===== config.mk =====
export PLATFORM = sky130hd
export DESIGN_NAME = mf3_rsp_fifo
export DESIGN_NICKNAME = d
export VERILOG_FILES = /design/src/hdl/mf3_pkg.sv /design/src/hdl/mf3_rsp_fifo.sv
export SDC_FILE = /design/constraint.sdc
export NUM_CORES = 1
export LEC_CHECK = 0
export BUFFER_PORTS_ARGS = -buffer_cell sky130_fd_sc_hd__buf_2
export CORE_MARGIN = 4
export CORE_UTILIZATION = 40
export CTS_CLUSTER_DIAMETER = 30
export DETAILED_ROUTE_END_ITERATION = 10
export GPL_TIMING_DRIVEN = 1
export HOLD_SLACK_MARGIN = 0.02
export PLACE_DENSITY = 0.63
export SLEW_MARGIN = 10
export SYNTH_ARGS = -nofsm -noshare
export SYNTH_HDL_FRONTEND = slang
export SYNTH_SLANG_ARGS = --single-unit

===== constraint.sdc =====
create_clock -name clock -period 4.9 [get_ports clock]
set_input_delay 0.245 -clock clock [delete_from_list [all_inputs] [get_ports clock]]
set_output_delay 0.245 -clock clock [all_outputs]
set_load 0.05 [all_outputs]

===== src/hdl/mf3_pkg.sv =====
// Shared types, constants and compare-exchange functions for the 3x3 RGB median filter.
// No dependencies; every other file imports this package.
`default_nettype none

package mf3_pkg;

   localparam int CHAN_W      = 8;
   localparam int FW_W        = 11;
   localparam int FH_W        = 12;
   localparam int CNT_W       = 13;
   localparam int CCOL_W      = 10;
   localparam int CROW_W      = 12;
   localparam int CSR_IDX_W   = 2;
   localparam int CSR_DATA_W  = 12;
   localparam int MIN_DIM     = 3;
   localparam int RSPQ_DEPTH  = 8;
   localparam int RSPQ_AW     = 3;
   localparam int QC_W        = RSPQ_AW + 1;

   localparam logic [CSR_IDX_W-1:0] REG_FRAME_WIDTH  = 2'd0;
   localparam logic [CSR_IDX_W-1:0] REG_FRAME_HEIGHT = 2'd1;

   localparam logic [FW_W-1:0] FW_RESET = 11'd640;
   localparam logic [FH_W-1:0] FH_RESET = 12'd480;

   typedef logic [CHAN_W-1:0] chan_type;

   typedef struct packed {
      chan_type r;
      chan_type g;
      chan_type b;
   } pix_type;

   typedef struct packed {
      chan_type hi;
      chan_type mi;
      chan_type lo;
   } tri_type;

   typedef struct packed {
      tri_type r;
      tri_type g;
      tri_type b;
   } col_type;

   typedef struct packed {
      pix_type mid;
      pix_type top;
   } line_type;

   typedef struct packed {
      logic [CCOL_W-1:0] centre_col;
      logic [CROW_W-1:0] centre_row;
      logic              frame_end;
   } meta_type;

   typedef struct packed {
      pix_type  med;
      meta_type meta;
   } rsp_type;

   function automatic tri_type sort3(chan_type a, chan_type b, chan_type c);
      tri_type  t;
      chan_type x;
      chan_type y;
      chan_type z;
      chan_type s;
      x = a;
      y = b;
      z = c;
      if (x > y) begin
         s = x; x = y; y = s;
      end
      if (y > z) begin
         s = y; y = z; z = s;
      end
      if (x > y) begin
         s = x; x = y; y = s;
      end
      t.lo = x;
      t.mi = y;
      t.hi = z;
      return t;
   endfunction

   function automatic col_type sort_col(pix_type a, pix_type b, pix_type c);
      col_type k;
      k.r = sort3(a.r, b.r, c.r);
      k.g = sort3(a.g, b.g, c.g);
      k.b = sort3(a.b, b.b, c.b);
      return k;
   endfunction

   // max of lows, median of mids, min of highs over three sorted columns
   function automatic tri_type reduce3(tri_type a, tri_type b, tri_type c);
      tri_type p;
      tri_type s_lo;
      tri_type s_mi;
      tri_type s_hi;
      s_lo = sort3(a.lo, b.lo, c.lo);
      s_mi = sort3(a.mi, b.mi, c.mi);
      s_hi = sort3(a.hi, b.hi, c.hi);
      p.lo = s_lo.hi;
      p.mi = s_mi.mi;
      p.hi = s_hi.lo;
      return p;
   endfunction

   function automatic chan_type med3(tri_type p);
      tri_type s;
      s = sort3(p.lo, p.mi, p.hi);
      return s.mi;
   endfunction

endpackage

`default_nettype wire


===== src/hdl/mf3_rsp_fifo.sv =====
// Result queue between the fixed-latency pipeline and the result channel.
// Depends on mf3_pkg.
`default_nettype none

module mf3_rsp_fifo (
   input  logic                         clock,
   input  logic                         reset,
   input  logic                         push,
   input  mf3_pkg::rsp_type             push_data,
   input  logic                         pop,
   output logic                         out_valid,
   output mf3_pkg::rsp_type             out_data,
   output logic [mf3_pkg::QC_W-1:0]     count
);
   import mf3_pkg::*;

   rsp_type            slot_ff [RSPQ_DEPTH];
   logic [RSPQ_AW-1:0] wr_ptr_ff;
   logic [RSPQ_AW-1:0] rd_ptr_ff;
   logic [QC_W-1:0]    cnt_ff;
   logic [QC_W-1:0]    cnt_in;

   always_comb begin
      cnt_in = cnt_ff;
      if (push && !pop) begin
         cnt_in = cnt_ff + QC_W'(1);
      end else if (pop && !push) begin
         cnt_in = cnt_ff - QC_W'(1);
      end
   end

   always_ff @(posedge clock) begin
      if (reset) begin
         wr_ptr_ff <= '0;
         rd_ptr_ff <= '0;
         cnt_ff    <= '0;
      end else begin
         cnt_ff <= cnt_in;
         if (push) begin
            wr_ptr_ff <= wr_ptr_ff + RSPQ_AW'(1);
         end
         if (pop) begin
            rd_ptr_ff <= rd_ptr_ff + RSPQ_AW'(1);
         end
      end
   end

   always_ff @(posedge clock) begin
      if (push) begin
         slot_ff[wr_ptr_ff] <= push_data;
      end
   end

   assign out_valid = (cnt_ff != '0);
   assign out_data  = slot_ff[rd_ptr_ff];
   assign count     = cnt_ff;

endmodule

`default_nettype wire


======== Yosys cells after proc, flatten, opt, wreduce, memory -nomap -nowiden ========
Memory sizes are Yosys's and may differ from the RTL's. A register that Yosys moved wholly into a read port is not among the register bits.
Index checks and enable logic that the tools add are counted.
storage, ports and cells
  RAM bits ................................ 376
  memories ................................ 1
  register bits after elaboration ......... 10
  output and inout bits ................... 52
memories
  name     depth  width  read ports  clocked after memory_dff  write ports  line                text
  slot_ff  8      47     1           1                         1            mf3_rsp_fifo.sv:17  rsp_type slot_ff [RSPQ_DEPTH];
operators by class
  reductions and logical operators ........ 6
  mux-type cells .......................... 6
  add/subtract/negate cells ............... 4
operators by type and width
  cell                                               count
  2-to-1 mux 4 bit                                   2
  adder 3 x 1 -> 3 bit (second input constant)       2
  2-to-1 mux 3 bit                                   2
  adder 4 x 1 -> 4 bit (second input constant)       1
  nonzero test 4 bit                                 1
  subtractor 4 x 1 -> 4 bit (second input constant)  1
  logical AND 1 bit                                  2
  logical NOT 1 bit                                  2
  2-to-1 mux 1 bit                                   2
  nonzero test 2 bit                                 1

======== Longest topological paths before layout ========
  depth in word-level cells ............... 4
  depth in mapped cells ................... 8
  mapped depth without buffers ............ 8

======== Least setup slack after synthesis ========
No wires, ideal clock.
  path kind ............................... reg-to-reg
  start point ............................. reg wr_ptr_ff[2]
  end point ............................... mem slot_ff[0][0] (netlist name) (enable)
  library setup time ...................... 0.510 ns
  path slack .............................. 0.684 ns
  arrival ................................. 3.706 ns
  data required time ...................... 4.390 ns
  stages on the path, launching flop included .. 3
  path through ............................ dfxtp_1 nand2b_1 nor3_1
RTL lines
  element                 line                text
  start, declared         mf3_rsp_fifo.sv:18  logic [RSPQ_AW-1:0] wr_ptr_ff;
  start signal, assigned  mf3_rsp_fifo.sv:40  wr_ptr_ff <= wr_ptr_ff + RSPQ_AW'(1);
  end, declared           mf3_rsp_fifo.sv:17
Straight into the memory's write port.

==> flow_metrics.py <==
metrics = {
    "min_path": {
        "timing.hold.worst_endpoint": "wr_ptr_ff[0]",
        "hold_class": "input pin to flop",
        "min_path_cells": 3,
        "worstHoldStart": "push",
    },
    "synth": {
        "synth_top_family_by_area": "multiplexers",
        "synth_mux_area_share_pct": 18.27,
        "synth_cell_type_count": 24,
        "synth_cells": 611,
        "synth.ff_latch_count": 389,
        "syn-cell-area_sq_um": 14710,
        "yosysWarnings": 0,
        "syn_avg_cell_area_sq_um": 24.07,
        "syn_nets": 668,
        "synthAdderAreaFrac_pct": 0.5614,
        "synthXorXnorAreaFrac_pct": 0.3573,
        "ys_seq_area_share_pct": 78.53,
        "synth_simple_gate_area_share_pct": 0.9102,
        "synth-compound-area-share_pct": 0.1616,
    },
    "cells_and_area": {
        "layout_common_cells": "edfxtp_1, buf_2, mux4_2",
        "final_common_cell": "edfxtp_1",
        "fillCellCount": 2795,
        "fin_area_sq_um": 18810,
        "multiInputGateArea_sq_um": 3035,
        "drive_above_1_share_pct": 43.76,
        "regArea_sq_um": 11560,
        "finalNetCount": 881,
        "final_cells": 1352,
        "syn_to_final_growth_pct": 27.89,
    },
    "global_routing": {
        "grt_max_degree": 70,
        "antenna_found_initial": 3,
        "grtUsageTotal_pct": 15.62,
        "overflow": 0,
        "grt_pass1_wl_um": 46250,
        "grt_pass1_vias": 7772,
    },
    "floorplan": {
        "initial_utilization_pct": 40.96,
        "die_w_um": 199.8,
        "rows": 69,
        "core_sq_um": 35910,
        "die_area_sq_um": 39900,
        "boundaryPins": 103,
        "die_h_um": 199.8,
    },
    "detailed_routing": {
        "remaining_drc_errors": 0,
        "firstDrtPassIters": 5,
        "antenna_left": 0,
        "wl_per_cell_um": 22.64,
        "viasPerCell": 5.127,
        "first_iter_violations": 350,
        "vias": 6932,
        "totalWireLength_um": 30610,
    },
    "timing": {
        "rsz0062_at_grt": "no",
        "report.final.slew_viol_count": 0,
        "finalHoldViolations": 0,
        "period_needed_ns": 3.311,
        "setup_ws_ns": 1.589,
        "timing.fmax_ghz": 0.3020,
        "worstMarginPinSlew_ns": 1.144,
        "tns_ns": 0,
        "finalSetupViolations": 0,
        "clock_skew_ns": 0.01281,
        "relSlewSlack_pct": 23.57,
        "period_share_pct": 67.58,
    },
    "placed_design": {
        "place_inst": 1157,
        "placed_area_sq_um": 15790,
        "dp_slack_ns": 2.087,
        "place.gp.congestion": 0.6781,
        "hpwlAfterDp_um": 16250,
        "buffer_ports.inserted": 102,
    },
    "run": {
        "maxCapViolations": 0,
    },
    "clock_tree": {
        "cts_root_buf": "clkbuf_16",
        "cts_htree_levels": 3,
        "clock-sinks": 389,
        "post-cts-setup-buffers": 0,
        "cts_hold_buf": 49,
        "clk_path_buf_depth": 3,
        "cts.clk_slew.worst_paths_ns": 0.05,
        "cts-resized-gates": 0,
        "cts_tree": "done",
        "cts_buffers": 77,
        "clk_latency_ns": 0.56,
    },
    "power": {
        "p_per_area_nw_per_um2": 511.9,
        "ir_worst_vdd_mv": 0.2512,
        "p_leak_nw": 6.246,
    },
    "status": {
        "outcome": "completed",
    },
    "setup_path": {
        "rrSetupSlack_ns": 2.48,
        "worstRegToRegCells": 3,
        "worstReg2RegStart": "wr_ptr_ff[0]",
        "crit_chain": "buf_12 > mux4_2 > mux2_2 > buf_2",
        "critical_path_arrival_ns": 3.07,
        "slowest_stage": "dfxtp_4",
        "cpPeakStageDelay_ns": 0.80,
        "endpoint_kind": "primary output",
        "required_ns": 4.66,
        "worstSetupPathType": "flop to primary output",
        "crit_fanout": 62,
        "critPathLaunchType": "flop",
        "r2r-end": "slot_ff[7][44]",
    },
}
-- how the worst max path moves through the flow --
stage	startpoint	endpoint	slack [ns]	cells past startpoint
after global routing	flop	out_data[14]	1.36	4
after global placement	flop	out_data[0]	2.13	4
after detailed placement	flop	out_data[15]	2.09	4
final	flop	out_data[15]	1.59	4
after floorplan	wr_ptr_ff[2]	slot_ff[0][0]	0.68	2
after CTS	flop	out_data[15]	1.49	4
-- stage by stage --
step / util (%) / hold WS, ns / power [mW]
5_1_grt: 52.38 / 0.06683 / 9.982
3_5_place_dp: 43.95 / 0.5128 / 4.714
2_1_floorplan: - / 0.3439 / 4.483
4_1_cts: 52.37 / 0.02776 / 9.752
6_report: 52.38 / 0.04307 / 9.629
3_3_place_gp: 43.95 / 0.4970 / 4.684
-- sequential cells by signal (all words and copies together), names as in the netlist, named ones only --
name / flops
slot_ff: 376
count: 4
rd_ptr_ff: 3
wr_ptr_ff: 3
-- cell families after synthesis --
family	Yosys count
fa+ha+maj	6
mux	145
xor+xnor	6
compound gates	4
simple gates	31
flops	389
buf+inv	30
-- final cells by class --
type | count | area share (%)
sequential | 389 | 61.45
multi-input combinational | 192 | 16.14
clock buffer | 90 | 10.83
timing repair buffer | 162 | 5.826
tap | 461 | 3.066
clock inverter | 54 | 2.621
inverter | 2 | 0.03991
antenna | 2 | 0.02660
-- synthesized netlist by cell type --
cell type | count | share of area (%)
a31oi_1 | 1 | 0.043
a21oi_1 | 2 | 0.068
edfxtp_1 | 376 | 77
nor2b_1 | 1 | 0.043
mux2_2 | 48 | 3.7
nand3_1 | 1 | 0.034
xor2_1 | 3 | 0.18
nor2_1 | 19 | 0.48
xnor2_1 | 3 | 0.18
fa_1 | 1 | 0.14
mux2i_1 | 3 | 0.20
inv_1 | 2 | 0.051
buf_2 | 10 | 0.34
or4_1 | 1 | 0.051
buf_6 | 7 | 0.54
nor3_1 | 2 | 0.068
mux4_2 | 94 | 14
ha_1 | 5 | 0.43
clkbuf_1 | 8 | 0.20
nand2b_1 | 3 | 0.13
dfxtp_1 | 13 | 1.8
buf_1 | 3 | 0.077
a211oi_1 | 1 | 0.051
nand2_1 | 4 | 0.10
-- per-layer routing --
| layer | part of all wire, % | global-route usage, % |
|---|---|---|
| met5 | 0.042 | 0 |
| met4 | 1.8 | 4.830 |
| met3 | 6.0 | 4.700 |
| met2 | 48 | 24.55 |
| met1 | 44 | 21.34 |
-- critical path, delay by kind of cell, from the launching register on --
kind	cells	cell delay [ns]
buffers and inverters	2	0.67
DFF	1	0.80
muxes	2	0.89
-- power by group --
part           switching, mW  internal [mW]  leakage (nW)
Sequential            0.0710           3.75          3.52
Combinational          0.526          0.321          1.51
Clock                   1.66           3.30          1.21
Note: power is estimated with default switching activity, not from simulation.
