[src/hdl/mf3_pkg.sv]
// Shared types, constants and compare-exchange functions for the 3x3 RGB median filter.
// No dependencies; every other file imports this package.
`default_nettype none

package mf3_pkg;

   localparam int CHAN_W      = 8;
   localparam int FW_W        = 11;
   localparam int FH_W        = 12;
   localparam int CNT_W       = 13;
   localparam int CCOL_W      = 10;
   localparam int CROW_W      = 12;
   localparam int CSR_IDX_W   = 2;
   localparam int CSR_DATA_W  = 12;
   localparam int MIN_DIM     = 3;
   localparam int RSPQ_DEPTH  = 8;
   localparam int RSPQ_AW     = 3;
   localparam int QC_W        = RSPQ_AW + 1;

   localparam logic [CSR_IDX_W-1:0] REG_FRAME_WIDTH  = 2'd0;
   localparam logic [CSR_IDX_W-1:0] REG_FRAME_HEIGHT = 2'd1;

   localparam logic [FW_W-1:0] FW_RESET = 11'd640;
   localparam logic [FH_W-1:0] FH_RESET = 12'd480;

   typedef logic [CHAN_W-1:0] chan_type;

   typedef struct packed {
      chan_type r;
      chan_type g;
      chan_type b;
   } pix_type;

   typedef struct packed {
      chan_type hi;
      chan_type mi;
      chan_type lo;
   } tri_type;

   typedef struct packed {
      tri_type r;
      tri_type g;
      tri_type b;
   } col_type;

   typedef struct packed {
      pix_type mid;
      pix_type top;
   } line_type;

   typedef struct packed {
      logic [CCOL_W-1:0] centre_col;
      logic [CROW_W-1:0] centre_row;
      logic              frame_end;
   } meta_type;

   typedef struct packed {
      pix_type  med;
      meta_type meta;
   } rsp_type;

   function automatic tri_type sort3(chan_type a, chan_type b, chan_type c);
      tri_type  t;
      chan_type x;
      chan_type y;
      chan_type z;
      chan_type s;
      x = a;
      y = b;
      z = c;
      if (x > y) begin
         s = x; x = y; y = s;
      end
      if (y > z) begin
         s = y; y = z; z = s;
      end
      if (x > y) begin
         s = x; x = y; y = s;
      end
      t.lo = x;
      t.mi = y;
      t.hi = z;
      return t;
   endfunction

   function automatic col_type sort_col(pix_type a, pix_type b, pix_type c);
      col_type k;
      k.r = sort3(a.r, b.r, c.r);
      k.g = sort3(a.g, b.g, c.g);
      k.b = sort3(a.b, b.b, c.b);
      return k;
   endfunction

   // max of lows, median of mids, min of highs over three sorted columns
   function automatic tri_type reduce3(tri_type a, tri_type b, tri_type c);
      tri_type p;
      tri_type s_lo;
      tri_type s_mi;
      tri_type s_hi;
      s_lo = sort3(a.lo, b.lo, c.lo);
      s_mi = sort3(a.mi, b.mi, c.mi);
      s_hi = sort3(a.hi, b.hi, c.hi);
      p.lo = s_lo.hi;
      p.mi = s_mi.mi;
      p.hi = s_hi.lo;
      return p;
   endfunction

   function automatic chan_type med3(tri_type p);
      tri_type s;
      s = sort3(p.lo, p.mi, p.hi);
      return s.mi;
   endfunction

endpackage

`default_nettype wire

[src/hdl/mf3_col_cell.sv]
// One window column cell: holds a sorted column and hands it to its left neighbor.
// Depends on mf3_pkg.
`default_nettype none

module mf3_col_cell (
   input  logic             clock,
   input  logic             shift,
   input  mf3_pkg::col_type col_in,
   output mf3_pkg::col_type col_out
);
   import mf3_pkg::*;

   col_type col_ff;

   always_ff @(posedge clock) begin
      if (shift) begin
         col_ff <= col_in;
      end
   end

   assign col_out = col_ff;

endmodule

`default_nettype wire

[config.mk]
export PLATFORM = sky130hd
export DESIGN_NAME = mf3_col_cell
export DESIGN_NICKNAME = d
export VERILOG_FILES = /design/src/hdl/mf3_pkg.sv /design/src/hdl/mf3_col_cell.sv
export SDC_FILE = /design/constraint.sdc
export NUM_CORES = 1
export LEC_CHECK = 0
export BUFFER_PORTS_ARGS = -buffer_cell sky130_fd_sc_hd__buf_4
export CAP_MARGIN = 20
export CORE_UTILIZATION = 44
export DETAILED_ROUTE_END_ITERATION = 7
export PLACE_DENSITY = 0.94
export SETUP_SLACK_MARGIN = 0.4
export SYNTH_ARGS = -nofsm -noshare
export SYNTH_HDL_FRONTEND = slang
export SYNTH_SLANG_ARGS = --single-unit
[constraint.sdc]
create_clock -name clock -period 0.8 [get_ports clock]
set_input_delay 0.04 -clock clock [delete_from_list [all_inputs] [get_ports clock]]
set_output_delay 0.04 -clock clock [all_outputs]
set_load 0.03 [all_outputs]
Yosys cells after proc, flatten, opt, wreduce, memory -nomap -nowiden

Index checks and enable logic that the tools add are counted.

Register bits: 72
Input port bits: 74
Output and inout port bits: 72
Logic and storage cells: 9

Longest topological paths before layout

Gate-level depths: netlist of the first run.

Depth after elaboration: 0
Depth in mapped cells: 0
Gate-level depth less buffers: 0

Worst setup path after synthesis of the first run

Ideal clock, no wire load.

Kind: register to output
Start: reg col_ff (netlist bit col_out[0])
End: out col_out[0] in the netlist's numbering
Data arrival time: 496 ps
Data required time: 760 ps
Path slack: 264 ps
Stages on the path, launching flop included: 1
Buffers on the path: 0
Cells stage by stage: edfxtp_1

RTL lines:

| what                     | RTL line           | text |
|---|---|---|
| start: declaration       | mf3_col_cell.sv:13 | `col_type col_ff;` |
| start signal: assignment | mf3_col_cell.sv:17 | `col_ff <= col_in;` |
| end: declaration         | mf3_col_cell.sv:9  | `output mf3_pkg::col_type col_out` |

No word-level cell between the ends.

Worst setup path after layout of the first run

Start: reg col_ff (netlist bit col_out[18])
End: out col_out[18] in the netlist's numbering

No word-level cell between the ends.

==> metrics.csv, run 1 <==
metric;value;unit
worst stage delay on the critical path;0.41;ns
Post-Place Cell Area;0.00337;mm²
DR DRC count;0;
register share of total power;54.5;%
Routed WL per cell;16.9;µm
initial antenna violation count;0;
Die H;72.1;µm
combinational power share;18.7;%
pwr dens;2240;mW/mm²
number of diodes;0;
Area growth syn-to-layout;75.5;%
Worst Path Arrival;0.89;ns
total track usage;20.6;%
kind of critical path;flip-flop to primary output;
synthesized netlist cell count;72;
Max Cap Viol;0;
Pleak;1.58;nW
period utilization;116;%
Clock Tree Buf Depth;2;
worst path bufs/invs;1;
f_max;1.08;GHz
CTS tree;done;
via count;1322;
worst hold start;col_in[44];
CP Launch Point;col_out[18];
worst hold margin;-0.109;ns
Worst Tran Pin Value;0.210;ns
routed vias/inst;4.38;
H-tree depth;3;
Core ar.;0.00472;mm²
Die Area;0.00520;mm²
internal power;6.38;mW
Mean Syn Cell Area;30.0;µm²
crit-path max FO;1;
vias in the first global route;1451;
# fillers;267;
clock share of power;26.9;%
Die W;72.1;µm
sequential element share of the synthesized area;100;%
layout cell share with drive strength beyond 1;66.4;%
Synth Cell Area;0.00216;mm²
relative slew slack;86.0;%
largest net degree at the start of global routing;39;
Core Util, Final;80.3;%
gpl congestion;0.705;
failing checks;hold timing, setup timing;
Switching Share;25.0;%
setup TNS;-7.00;ns
TritonCTS buffer count;9;
setup ws final;-0.128;ns
Final Hold Violating Endpoints;72;
Final Max Slew Viols;0;
HP Class;primary input to flip-flop;
num ports;146;
Routed WL;5.11;mm
global-route wire length before repair;7.43;mm
Warnings, synthesis;0;
RSZ-0062 raised after global routing;yes;
Final Setup Violations;72;
Starting Density;45.8;%
clock slew at reported path FFs;0.07;ns
Final nets;304;
status;complete, but fails checks;
VDD IR max;1.39;mV
Rows;25;
DRT Pass-1 Iters;4;
kind of cell adding the most delay to the critical path;flip-flops;
number of synthesized register bits;72;
multi-input combinational cell area;0;µm²
Final min period;0.928;ns
pre-CTS setup slack;0.0965;ns
Req. time, crit path;0.76;ns
root buffer cell;clkbuf_8;
Slowest-stage cell, CP;edfxtp_1;
IO buf count;145;
syn nets;146;
Cell variety after synth;1;
design area;0.00379;mm²
GRT overflow;0;
Critical Path Start Type;flip-flop;
max reg flops;72;
CP Capture Type;primary output;
Initial DRC Count;56;
Clock Sink Count;72;
Routed Antenna Nets;0;
comb_multi_in;0;
CP cell instances;buf_6;
NetSw;2.13;mW
[power groups by stage]
| stage | Combinational [mW] | Clock (mW) | Sequential, mW |
|---|---|---|---|
| 2_1_floorplan | 0 | 0 | 5.26 |
| 3_3_place_gp | 1.38 | 0 | 4.63 |
| 3_5_place_dp | 1.41 | 0 | 4.65 |
| 4_1_cts | 1.58 | 2.33 | 4.63 |
| 5_1_grt | 1.64 | 2.48 | 4.66 |
| 6_report | 1.59 | 2.29 | 4.63 |
[logic make-up (layout without fill, tap and decap cells)]
| family | Yosys count | count (layout) | share of synthesized area, % |
|---|---|---|---|
| buffers and inverters | 0 | 163 | 0 |
| flip-flops | 72 | 72 | 100 |
[layout by cell type, fill, tap and decap left out]
cell type	count
buf_6	72
clkbuf_1	6
clkbuf_8	9
edfxtp_1	72
buf_4	73
buf_12	2
clkinv_1	1
[routing by layer]
metal / part of all wire (%) / wire (µm) / track usage, % / vias to the layer above
met1: 31 / 1580 / 19.4 / 630
met2: 59 / 3040 / 38.8 / 81
met3: 8.6 / 441 / 7.36 / 4
li1: - / - / - / 607
met5: 0 / 0 / 0 / -
met4: 1.1 / 54 / 10.0 / 0
[Yosys cell counts, drive strengths merged]
cell type  instances  area [µm²]
edfxtp            72        2160
[final cells by class]
type / count / area, µm² / area share (%)
tap: 67 / 83.8 / 2.21
sequential: 72 / 2160 / 57.0
clock buffer: 15 / 146 / 3.86
clock inverter: 1 / 3.75 / 0.0989
timing repair buffer: 147 / 1400 / 36.9
[per-stage QoR]
step,power (mW),instances,hold slack [ns]
floorplan,5.26,72,0.139
global placement,6.01,286,0.218
detailed placement,6.06,286,0.219
CTS,8.55,302,-0.118
global route,8.78,302,-0.131
finish,8.51,302,-0.109
[final timing paths]
check                    endpoint  slack, ns  cells past startpoint
worst max-delay path  col_out[18]      -0.13                      1
worst min-delay path  col_out[44]      -0.11                      1
[timing repair]
| item | in CTS | in global routing |
|---|---|---|
| buffers inserted | 0 | 0 |
| endpoints found under the setup margin | 72 | 72 |
| pin swaps | 0 | 0 |
| resized for setup | 72 | 0 |
| endpoints found under the hold margin | 72 | 72 |
Power figures use the tool's default switching activity.
==> run 2, diff against run 1 <==
- CORE_ASPECT_RATIO: default -> 1.5
- MAX_ROUTING_LAYER: default -> met4
==> metrics.csv, run 2 (synthesis results as in run 1) <==
metric;value;unit;change
status;complete, but fails checks;;unchanged
failing checks;hold timing, setup timing;;unchanged
vias in the first global route;1592;;was 1,451
Power, Total;8.60;mW;was 8.51 mW
Final nets;304;;unchanged
period utilization;121;%;was 116%
Final Setup Violations;72;;unchanged
post-CTS setup buffers;0;;unchanged
largest net degree at the start of global routing;41;;was 39
Routed WL;6.18;mm;was 5.11 mm
DRT Pass-1 Iters;4;;unchanged
gpl congestion;0.733;;was 0.705
f_max;1.03;GHz;was 1.08 GHz
H-tree depth;3;;unchanged
GRT overflow;0;;unchanged
clock slew at reported path FFs;0.08;ns;was 0.07 ns
layout cell share with drive strength beyond 1;67.7;%;was 66.4%
via count;1375;;was 1,322
most frequent cells in the layout;73 x buf_4, 72 x edfxtp_1, 72 x buf_6;;unchanged
worst hold margin;-0.125;ns;was -0.109 ns
TritonCTS buffer count;9;;unchanged
total track usage;25.9;%;was 20.6%
Routed WL per cell;20.7;µm;was 16.9 µm
number of diodes;0;;unchanged
routed vias/inst;4.60;;was 4.38
global-route wire length before repair;8.47;mm;was 7.43 mm
comb_multi_in;0;;unchanged
pre-CTS setup slack;0.0791;ns;was 0.0965 ns
num ports;146;;unchanged
IO buf count;145;;unchanged
crit-path max FO;1;;unchanged
Area growth syn-to-layout;75.6;%;was 75.5%
commonest non-fill, non-tap cell in the layout;buf_4;;unchanged
kind of critical path;flip-flop to primary output;;unchanged
Slowest-stage cell, CP;edfxtp_1;;unchanged
Pleak;1.59;nW;was 1.58 nW
Starting Density;46.8;%;was 45.8%
max reg flops;72;;unchanged
Die Area;0.00520;mm²;about the same
CP Capture Type;primary output;;unchanged
Die W;59.2;µm;was 72.1 µm
relative slew slack;85.6;%;was 86.0%
DR DRC count;0;;unchanged
root buffer cell;clkbuf_8;;unchanged
VDD IR max;1.68;mV;was 1.39 mV
Critical Path Start Type;flip-flop;;unchanged
Final min period;0.968;ns;was 0.928 ns
Worst Path Arrival;0.93;ns;was 0.89 ns
multi-input combinational cell area;0;µm²;unchanged
Clock Tree Buf Depth;2;;unchanged
Core ar.;0.00462;mm²;was 0.00472 mm²
Final Hold Violating Endpoints;72;;unchanged
CP cell instances;buf_6;;unchanged
initial antenna violation count;0;;unchanged
Worst Tran Pin Value;0.216;ns;was 0.210 ns
Die H;87.9;µm;was 72.1 µm
setup ws final;-0.168;ns;was -0.128 ns
RSZ-0062 raised after global routing;yes;;unchanged
kind of cell adding the most delay to the critical path;flip-flops;;unchanged
Max Cap Viol;0;;unchanged
worst stage delay on the critical path;0.43;ns;was 0.41 ns
worst path bufs/invs;1;;unchanged
Req. time, crit path;0.76;ns;about the same
Final Max Slew Viols;0;;unchanged
Rows;30;;was 25
CTS tree;done;;unchanged
Routed Antenna Nets;0;;unchanged
pwr dens;2270;mW/mm²;was 2240 mW/mm²
Initial DRC Count;43;;was 56
HP Class;primary input to flip-flop;;unchanged
Clock Sink Count;72;;unchanged
setup TNS;-8.44;ns;was -7.00 ns
[run 2: worst paths after layout]
kind | from | end | slack [ns] | depth (start not counted)
worst max-delay path | col_out[63] | col_out[63] | -0.17 | 1
worst min-delay path | col_in[0] | col_out[0] | -0.13 | 1
[run 2: repair_timing]
| item | in CTS | in global routing |
|---|---|---|
| gates cloned | 0 | 0 |
| setup endpoints to repair | 72 | 72 |
| endpoints found under the hold margin | 72 | 72 |
| gates resized for setup | 72 | 0 |
[run 2: layout make-up]
cell class / count / area, µm²
fill: 231 / 820
timing repair buffer: 147 / 1400
clock buffer: 12 / 135
sequential: 72 / 2160
clock inverter: 4 / 21.3
tap: 64 / 80.1
[run 2: where the power goes]
| group | internal [mW] | switching, mW |
|---|---|---|
| sequential | 4.49 | 0.158 |
| clock | 1.11 | 1.23 |
| combinational | 0.760 | 0.853 |
[run 2: routing by layer]
metal | share of wire, % | wire, µm | track usage [%] | vias to the layer above
li1 | - | - | - | 610
met1 | 28 | 1740 | 21.1 | 643
met2 | 59 | 3650 | 47.2 | 103
met3 | 8.9 | 552 | 9.45 | 19
met4 | 3.9 | 239 | 14.9 | 0
met5 | 0 | 0 | - | -
[run 2: per-stage QoR]
step,instances,cell area (µm²),util (%)
finish,299,3800,82.2
global route,299,3800,82.2
CTS,299,3800,82.2
detailed placement,283,3370,73.0
global placement,283,3370,73.0
floorplan,72,2160,-
