<file path="src/hdl/mf3_pkg.sv">
// Shared types, constants and compare-exchange functions for the 3x3 RGB median filter.
// No dependencies; every other file imports this package.
`default_nettype none

package mf3_pkg;

   localparam int CHAN_W      = 8;
   localparam int FW_W        = 11;
   localparam int FH_W        = 12;
   localparam int CNT_W       = 13;
   localparam int CCOL_W      = 10;
   localparam int CROW_W      = 12;
   localparam int CSR_IDX_W   = 2;
   localparam int CSR_DATA_W  = 12;
   localparam int MIN_DIM     = 3;
   localparam int RSPQ_DEPTH  = 8;
   localparam int RSPQ_AW     = 3;
   localparam int QC_W        = RSPQ_AW + 1;

   localparam logic [CSR_IDX_W-1:0] REG_FRAME_WIDTH  = 2'd0;
   localparam logic [CSR_IDX_W-1:0] REG_FRAME_HEIGHT = 2'd1;

   localparam logic [FW_W-1:0] FW_RESET = 11'd640;
   localparam logic [FH_W-1:0] FH_RESET = 12'd480;

   typedef logic [CHAN_W-1:0] chan_type;

   typedef struct packed {
      chan_type r;
      chan_type g;
      chan_type b;
   } pix_type;

   typedef struct packed {
      chan_type hi;
      chan_type mi;
      chan_type lo;
   } tri_type;

   typedef struct packed {
      tri_type r;
      tri_type g;
      tri_type b;
   } col_type;

   typedef struct packed {
      pix_type mid;
      pix_type top;
   } line_type;

   typedef struct packed {
      logic [CCOL_W-1:0] centre_col;
      logic [CROW_W-1:0] centre_row;
      logic              frame_end;
   } meta_type;

   typedef struct packed {
      pix_type  med;
      meta_type meta;
   } rsp_type;

   function automatic tri_type sort3(chan_type a, chan_type b, chan_type c);
      tri_type  t;
      chan_type x;
      chan_type y;
      chan_type z;
      chan_type s;
      x = a;
      y = b;
      z = c;
      if (x > y) begin
         s = x; x = y; y = s;
      end
      if (y > z) begin
         s = y; y = z; z = s;
      end
      if (x > y) begin
         s = x; x = y; y = s;
      end
      t.lo = x;
      t.mi = y;
      t.hi = z;
      return t;
   endfunction

   function automatic col_type sort_col(pix_type a, pix_type b, pix_type c);
      col_type k;
      k.r = sort3(a.r, b.r, c.r);
      k.g = sort3(a.g, b.g, c.g);
      k.b = sort3(a.b, b.b, c.b);
      return k;
   endfunction

   // max of lows, median of mids, min of highs over three sorted columns
   function automatic tri_type reduce3(tri_type a, tri_type b, tri_type c);
      tri_type p;
      tri_type s_lo;
      tri_type s_mi;
      tri_type s_hi;
      s_lo = sort3(a.lo, b.lo, c.lo);
      s_mi = sort3(a.mi, b.mi, c.mi);
      s_hi = sort3(a.hi, b.hi, c.hi);
      p.lo = s_lo.hi;
      p.mi = s_mi.mi;
      p.hi = s_hi.lo;
      return p;
   endfunction

   function automatic chan_type med3(tri_type p);
      tri_type s;
      s = sort3(p.lo, p.mi, p.hi);
      return s.mi;
   endfunction

endpackage

`default_nettype wire

</file>
<file path="src/hdl/mf3_select.sv">
// Median selection over three sorted columns: registered partials, then final median of three.
// Depends on mf3_pkg.
`default_nettype none

module mf3_select (
   input  logic             clock,
   input  mf3_pkg::col_type col_left,
   input  mf3_pkg::col_type col_centre,
   input  mf3_pkg::col_type col_right,
   output mf3_pkg::pix_type median
);
   import mf3_pkg::*;

   col_type part_ff;
   col_type part_in;

   always_comb begin
      part_in.r = reduce3(col_left.r, col_centre.r, col_right.r);
      part_in.g = reduce3(col_left.g, col_centre.g, col_right.g);
      part_in.b = reduce3(col_left.b, col_centre.b, col_right.b);
   end

   always_ff @(posedge clock) begin
      part_ff <= part_in;
   end

   assign median.r = med3(part_ff.r);
   assign median.g = med3(part_ff.g);
   assign median.b = med3(part_ff.b);

endmodule

`default_nettype wire

</file>
<file path="config.mk">
export PLATFORM = sky130hd
export DESIGN_NAME = mf3_select
export DESIGN_NICKNAME = d
export VERILOG_FILES = /design/src/hdl/mf3_pkg.sv /design/src/hdl/mf3_select.sv
export SDC_FILE = /design/constraint.sdc
export NUM_CORES = 1
export LEC_CHECK = 0
export ABC_CLOCK_PERIOD_IN_PS = 5500
export BUFFER_PORTS_ARGS = -buffer_cell sky130_fd_sc_hd__buf_2
export CAP_MARGIN = 15
export CORE_UTILIZATION = 55
export CTS_CLUSTER_SIZE = 40
export DETAILED_ROUTE_END_ITERATION = 8
export MAX_ROUTING_LAYER = met4
export PLACE_DENSITY = 0.84
export SLEW_MARGIN = 15
export SYNTH_ARGS = -nofsm -noshare
export SYNTH_HDL_FRONTEND = slang
export SYNTH_SLANG_ARGS = --single-unit
</file>
<file path="constraint.sdc">
create_clock -name clock -period 5.5 [get_ports clock]
set_input_delay 0 -clock clock [delete_from_list [all_inputs] [get_ports clock]]
set_output_delay 0 -clock clock [all_outputs]
set_load 0.01 [all_outputs]
</file>
# After elaboration in Yosys (flattened, before gate mapping)
# Index checks and enable logic that the tools add are counted.
[classes] magnitude_cmp=33 n_mux=42
[ops] cell="$mux W8" n=42
[ops] cell="$gt A8 B8 Y1" n=33
[totals] wordCells=84 in_bits=217 output_inout_bits=24 ff_bits=72

# Logic depth before layout (Yosys ltp)
# Gate-level depths: netlist of run 1.
[depth] depth_word=6 mapped_depth=26 mapped_depth_nobuf=23

# Worst setup path after synthesis of run 1
# OpenSTA, ideal clock, no wires.
[synth_timing] path_type="reg2out" from="register part_ff[57] in the netlist's numbering" to="output port median[16] in the netlist's numbering" arrival_time_ns=4.713 required_time_ns=5.500 stages_incl_launch_ff=25 slack_ns=0.787 path_buffers=2 cell_sequence="dfxtp_1 inv_1 ha_1 nor2b_1 o211ai_1 a21oi_1 or3_4 o21ai_4 buf_6 mux2_2 ha_1 a21o_1 nand2_1 a21oi_1 o22ai_1 buf_2 mux2i_1 ha_1 and4_1 o2bb2ai_1 a31oi_2 inv_1 and2_1 mux2i_2 o221a_1"
[synth_rtl] item="from (decl)" line="mf3_select.sv:14" source="col_type part_ff;"
[synth_rtl] item="from (signal assigned)" line="mf3_select.sv:24" source="part_ff <= part_in;"
[synth_rtl] item="to (decl)" line="mf3_select.sv:10" source="output mf3_pkg::pix_type median"

==> impl_metrics.tcl, run 1 <==
set metrics [dict create \
    status "finished clean" \
    power_frac_seq 0.112 \
    path_clk_slew_ns 0.06 \
    layout_common_cells "ha_1 (263), buf_2 (241), inv_1 (200)" \
    worstPathMaxFanout 8 \
    slowest_stage "or3_4" \
    async_reset_ff_frac 0 \
    p_sw_frac 0.483 \
    pwr-share-comb 0.812 \
    via_per_inst 5.89 \
    utilization 0.726 \
    largest_register "part_ff" \
    row_count 53 \
    synth_warnings 0 \
    hold_violations 0 \
    grt_pass1_vias 12000 \
    die_h_um 149 \
    cts_root_buf "clkbuf_16" \
    synth_cells 1465 \
    synth_fp_nets 1946 \
    grt_pass1_wl_mm 53.9 \
    p_int_w 0.00410 \
    cts.path.max_buffers 2 \
    filler_cell_count 1537 \
    synth_area_um2 11900 \
    design.final.nets 2327 \
    hold_class "in2reg" \
    coreArea_um2 21200 \
    holdWs_ns 0.00494 \
    ff_latch_area_um2 1440 \
    setup_viol 0 \
    crit_path_max_incr_delay_ns 0.41 \
    ys_seq_elements 72 \
    ant_nets 0 \
    p_leak_nw 7.85 \
    dr.pass1.iters 7 \
    overflow 0 \
    gp_congestion 0.980 \
    irDropWorstVdd_v 0.000415 \
    portBuffers 240 \
    tns_ns 0 \
    start_kind "register" \
    io_pins 241 \
    max_freq_ghz 0.185 \
    cts_buffers 9 \
    end_kind "primary output" \
    crit_type "reg2out" \
    routed.top_layer "met4" \
    tritoncts "built" \
    num_vias 12600 \
    start_util 0.564 \
    wl_met1_mm 14.9 \
    fin_crit_sh 0.981 \
    drive_above_1_share 0.285 \
    grt_usage 0.303 \
    fp.dieW_um 149 \
    multi_input_area_um2 9810 \
    crit_chain "inv_1, ha_1, a211oi_1, nor2_1, or3_4, o21ai_4, mux2_4, ha_1, a41oi_2, a21oi_1, o22ai_2, buf_6, mux2i_1, ha_1, and4_1, o2bb2ai_1, a31oi_4, inv_1, and2_2, mux2i_4, o221a_1, buf_2" \
    p_clk_frac 0.076 \
    slew_headroom 0.506 \
    worst_slew_pin_slew_ns 0.736 \
    met3WireLength_mm 1.79 \
    grt_max_degree 25 \
    crit_arrival_ns 5.40 \
    largest_register_ffs 72 \
    post-dp-hpwl_mm 26.4 \
    switchingPower_w 0.00383 \
    power.density_nw_per_um2 517 \
    max_cap_viol_count 0 \
    clock_sinks 72 \
    power_w 0.00794 \
    preCtsSetupSlack_ns 0.364 \
    antenna_found_initial 6 \
    crit_top_cell "ha_1" \
    die_area_um2 22300 \
    syn_to_final_growth_pct 28.6 \
    syn_area_per_cell_um2 8.15 \
    post-route-min-period_ns 5.40 \
    reg_top3 "part_ff: 72 flops" \
    seq_area_frac_synth 0.121 \
    drtIter0Drc 642 \
    final-max-slew-violation-count 0 \
    synth_cell_types 48 \
    drc 0 \
    dr_wl_met2_mm 16.9 \
    cts_max_level 3 \
    timing.final.ws_setup_ns 0.103 \
    critPathTopFamily "compound AO/OA/AOI/OAI gates" \
    avgRoutedWirePerCell_um 16.3 \
    required_ns 5.50 \
    layout_commonest_cell "ha_1" \
    ys.flop_type "dfxtp_1" \
    rsz0062_at_grt "yes" \
    synth-edff-count 0 \
    postRouteWirelength_mm 34.8 \
    path_buf_inv 4 \
]
==> cell usage after synthesis (4+ instances only) <==
master	number	area, µm²
ha_1	264	3300
inv_1	200	751
nand2_1	162	608
a21oi_1	123	616
mux2_2	106	1190
o21ai_0	104	521
mux2i_1	79	791
dfxtp_1	72	1440
nand4_1	64	400
o221a_2	47	529
nor2b_1	36	225
nor2_1	32	120
o211ai_1	24	180
buf_2	19	95.1
o221a_1	17	191
o22ai_1	17	106
a21o_1	10	75.1
a222oi_1	8	80.1
o21a_1	7	52.6
a211oi_1	6	45.0
a21oi_2	5	43.8
buf_4	5	37.5
nand2b_1	5	31.3
nor3b_1	5	37.5
o22ai_2	5	62.6
o31ai_4	5	106
o21ai_1	4	20.0
or2_2	4	25.0
==> metal layers <==
metal,vias up,global-route usage
met1,5837,0.355
met5,-,-
met4,0,0.112
li1,6205,-
met2,422,0.521
met3,108,0.0440
==> final cells by class <==
| type | instances | area share |
|---|---|---|
| sequential | 72 | 0.0940 |
| inverter | 200 | 0.0489 |
| timing repair buffer | 399 | 0.175 |
| clock buffer | 10 | 0.0149 |
| tap | 275 | 0.0224 |
| multi-input combinational | 1164 | 0.639 |
| antenna | 7 | 0.00114 |
| clock inverter | 6 | 0.00456 |
==> tightest hold or removal path, cell delays in order <==
cell and delay [ns]:
buf_2 0.09, mux2i_1 0.09, mux2i_1 0.12
==> final timing paths <==
check                          to  depth (start not counted)  slack (ns)            from
worst max-delay path   median[21]                         22        0.10     part_ff[61]
worst min-delay path  part_ff[48]                          3       0.005  col_centre[48]
==> stage by stage <==
stage	cells	instance area, µm²
floorplan	1465	11900
global placement	1970	13500
detailed placement	1970	13500
CTS	2084	14800
global route	2132	15400
finish	2133	15400
==> kinds of logic (layout without fill, tap and decap cells) <==
logic type / count (synthesis) / in the layout / synth area share
mux: 187 / 187 / 0.169
flops: 72 / 72 / 0.121
other cells: 0 / 7 / 0
compound gates: 393 / 395 / 0.230
simple gates: 318 / 318 / 0.127
fa+ha+maj: 264 / 264 / 0.277
buf+inv: 231 / 615 / 0.0769
==> power by group through the flow <==
stage          Clock (W)  Sequential (W)  Combinational, W
2_1_floorplan          0        0.000814           0.00418
4_1_cts         0.000608        0.000876           0.00582
5_1_grt         0.000633        0.000906           0.00705
3_3_place_gp           0        0.000884           0.00540
6_report        0.000601        0.000890           0.00644
3_5_place_dp           0        0.000885           0.00559
==> repair_timing <==
| action | in CTS | in global routing |
|---|---|---|
| pin swaps | 0 | 14 |
| gates cloned | 1 | 2 |
| hold buffers | 97 | 0 |
| endpoints found under the setup margin | 2 | 56 |
| buffers inserted | 0 | 40 |
| endpoints found under the hold margin | 66 | 0 |
| gates resized for setup | 1 | 57 |
Power figures use the tool's default switching activity.
==> inputs of run 2 (changes only) <==
ABC_AREA = 1   (was not set)
CTS_CLUSTER_SIZE = 25   (was 40)
PLACE_DENSITY = 0.83   (was 0.84)
==> run 2 against run 1 <==
  * The flow now finishes with violations (negative hold slack)
  * Critical path type unchanged
  * Critical endpoint is now median[5]
  * Maximum frequency up 12%
  * Total power up 19%
  * Global-route usage down 0.83 points
  * Clock power down 7.8%
  * Via count up 12%
==> impl_metrics.tcl, run 2 <==
set metrics [dict create \
    status "finished, violations left" \
    violations "negative hold slack" \
    post-route-min-period_ns 4.83 \
    cts.path.max_buffers 2 \
    ys_seq_elements 72 \
    setup_viol 0 \
    ant_nets 0 \
    power_w 0.00945 \
    cts_max_level 3 \
    design.final.nets 2818 \
    dr.pass1.iters 5 \
    max_cap_viol_count 0 \
    largest_register "part_ff" \
    reg_top3 "part_ff: 72 flops" \
    p_leak_nw 9.12 \
    final-max-slew-violation-count 0 \
    startpoint "part_ff[9]" \
    crit_top_cell "nand2_1" \
    tritoncts "built" \
    synth_cells 2082 \
    synth_warnings 0 \
    path_clk_slew_ns 0.06 \
    synth_top_area_frac 0.248 \
    slowest_stage "dfxtp_1" \
    clock_sinks 72 \
    grt_pass1_vias 13200 \
    stdcell_area_um2 15200 \
    cts_setup_buffers 0 \
    slew_headroom 0.563 \
    path_buf_inv 4 \
    power.density_nw_per_um2 621 \
    layout_commonest_cell "nand2_1" \
    drive_above_1_share 0.200 \
    coreArea_um2 23600 \
    row_count 56 \
    num_vias 14100 \
    holdWs_ns -0.00241 \
    gp_congestion 0.973 \
    grt_usage 0.295 \
    hold_class "in2reg" \
    preCtsSetupSlack_ns 1.15 \
    yosysMostFrequentCell "nand2_1" \
    ys.flop_type "dfxtp_1" \
    start_kind "register" \
    die_area_um2 24800 \
    utilization 0.645 \
    die_h_um 158 \
    yosys.area.top_type "ha_1" \
    ff_latch_area_um2 1440 \
    layout_common_cells "nand2_1 (657), inv_1 (304), ha_1 (264)" \
    critPathTopFamily "simple AND/OR/NAND/NOR gates" \
    grt_pass1_wl_mm 58.2 \
    timing.final.ws_setup_ns 0.666 \
    tns_ns 0 \
    antenna_found_initial 10 \
    hold_violations 1 \
    synth-edff-count 0 \
    crit_arrival_ns 4.83 \
    required_ns 5.50 \
    avgRoutedWirePerCell_um 13.1 \
    synth_cell_types 30 \
    cts_root_buf "clkbuf_16" \
    crit_type "reg2out" \
    post_dp_cell_area_um2 14700 \
    syn_to_final_growth_pct 14.3 \
    synth_area_um2 13300 \
    fin_crit_sh 0.879 \
    filler_cell_count 2197 \
    overflow 0 \
    synthTopCellsByCount "nand2_1 (657), inv_1 (304), ha_1 (264)" \
    start_util 0.564 \
    grt_max_degree 25 \
    ys_top_cells_by_area "ha_1 (25%), nand2_1 (19%), dfxtp_1 (11%)" \
    worst_slew_pin_slew_ns 0.655 \
    holdCritStartpoint "col_right[31]" \
    via_per_inst 5.27 \
    crit_path_max_incr_delay_ns 0.37 \
    drtIter0Drc 975 \
    post-dp-hpwl_mm 30.2 \
    irDropWorstVdd_v 0.00144 \
    fp.dieW_um 158 \
    cts_buffers 9 \
    max_freq_ghz 0.207 \
    multi_input_area_um2 10500 \
    postRouteWirelength_mm 35.1 \
    io_pins 241 \
    async_reset_ff_frac 0 \
    largest_register_ffs 72 \
    synth_fp_nets 2563 \
    syn_area_per_cell_um2 6.39 \
    seq_area_frac_synth 0.108 \
    drc 0 \
    worstPathMaxFanout 24 \
    portBuffers 240 \
    rsz0062_at_grt "no" \
    end_kind "primary output" \
]
-- run 2: cell count changes after synthesis, moves of 24 or more --
cell	previous run	this run
and2_1	1	39
inv_1	200	304
mux2_2	106	0
mux2i_1	79	0
nand2_1	162	657
nand2_2	1	86
nand3_1	2	263
nand4_1	64	22
nor2b_1	36	0
o211ai_1	24	0
o21ai_0	104	35
o21ai_2	0	68
o221a_2	47	0
-- run 2: cell type report --
cell class	count	share of cell area
Clock buffer	10	0.0150
Tap cell	319	0.0262
Inverter	304	0.0750
Multi-Input combinational cell	1686	0.689
Clock inverter	6	0.00288
Timing Repair Buffer	264	0.0947
Sequential cell	72	0.0947
Antenna cell	12	0.00197
-- run 2: final timing paths --
check	depth (start not counted)	slack [ns]	end
min	3	-0.002	part_ff[31]
max	28	0.67	median[5]
-- run 2: cells by family (layout without fill, tap and decap cells) --
group           after synthesis  in the layout  share of synthesized area
flops                        72             72                      0.108
buf+inv                     324            584                      0.103
fa+ha+maj                   264            264                      0.248
simple gates               1179           1179                      0.422
compound gates              243            243                      0.118
other cells                   0             12                          0
-- run 2: power by group --
group	leakage [nW]	internal, W	switching, W
logic	8.38	0.00290	0.00508
registers	0.607	0.000756	0.000152
clock network	0.133	0.000308	0.000246
-- run 2: repair_timing --
action / CTS / global route
resized for setup: 0 / 0
hold buffers: 24 / 0
hold endpoints to repair: 18 / 0
-- run 2: per-layer routing --
metal  share of wire  up-vias  global-route usage
met5               0        -                   -
met4           0.031        0               0.102
met3           0.062       72              0.0446
met2            0.46      412               0.489
met1            0.45     6243               0.362
li1                -     7354                   -
-- run 2: per-stage QoR --
stage                     cells  hold WS (ns)
final                      2673      -0.00241
after global routing       2671       0.00937
after global placement     2621         0.220
after CTS                  2661      0.000482
after detailed placement   2621         0.218
after floorplan            2082         0.110
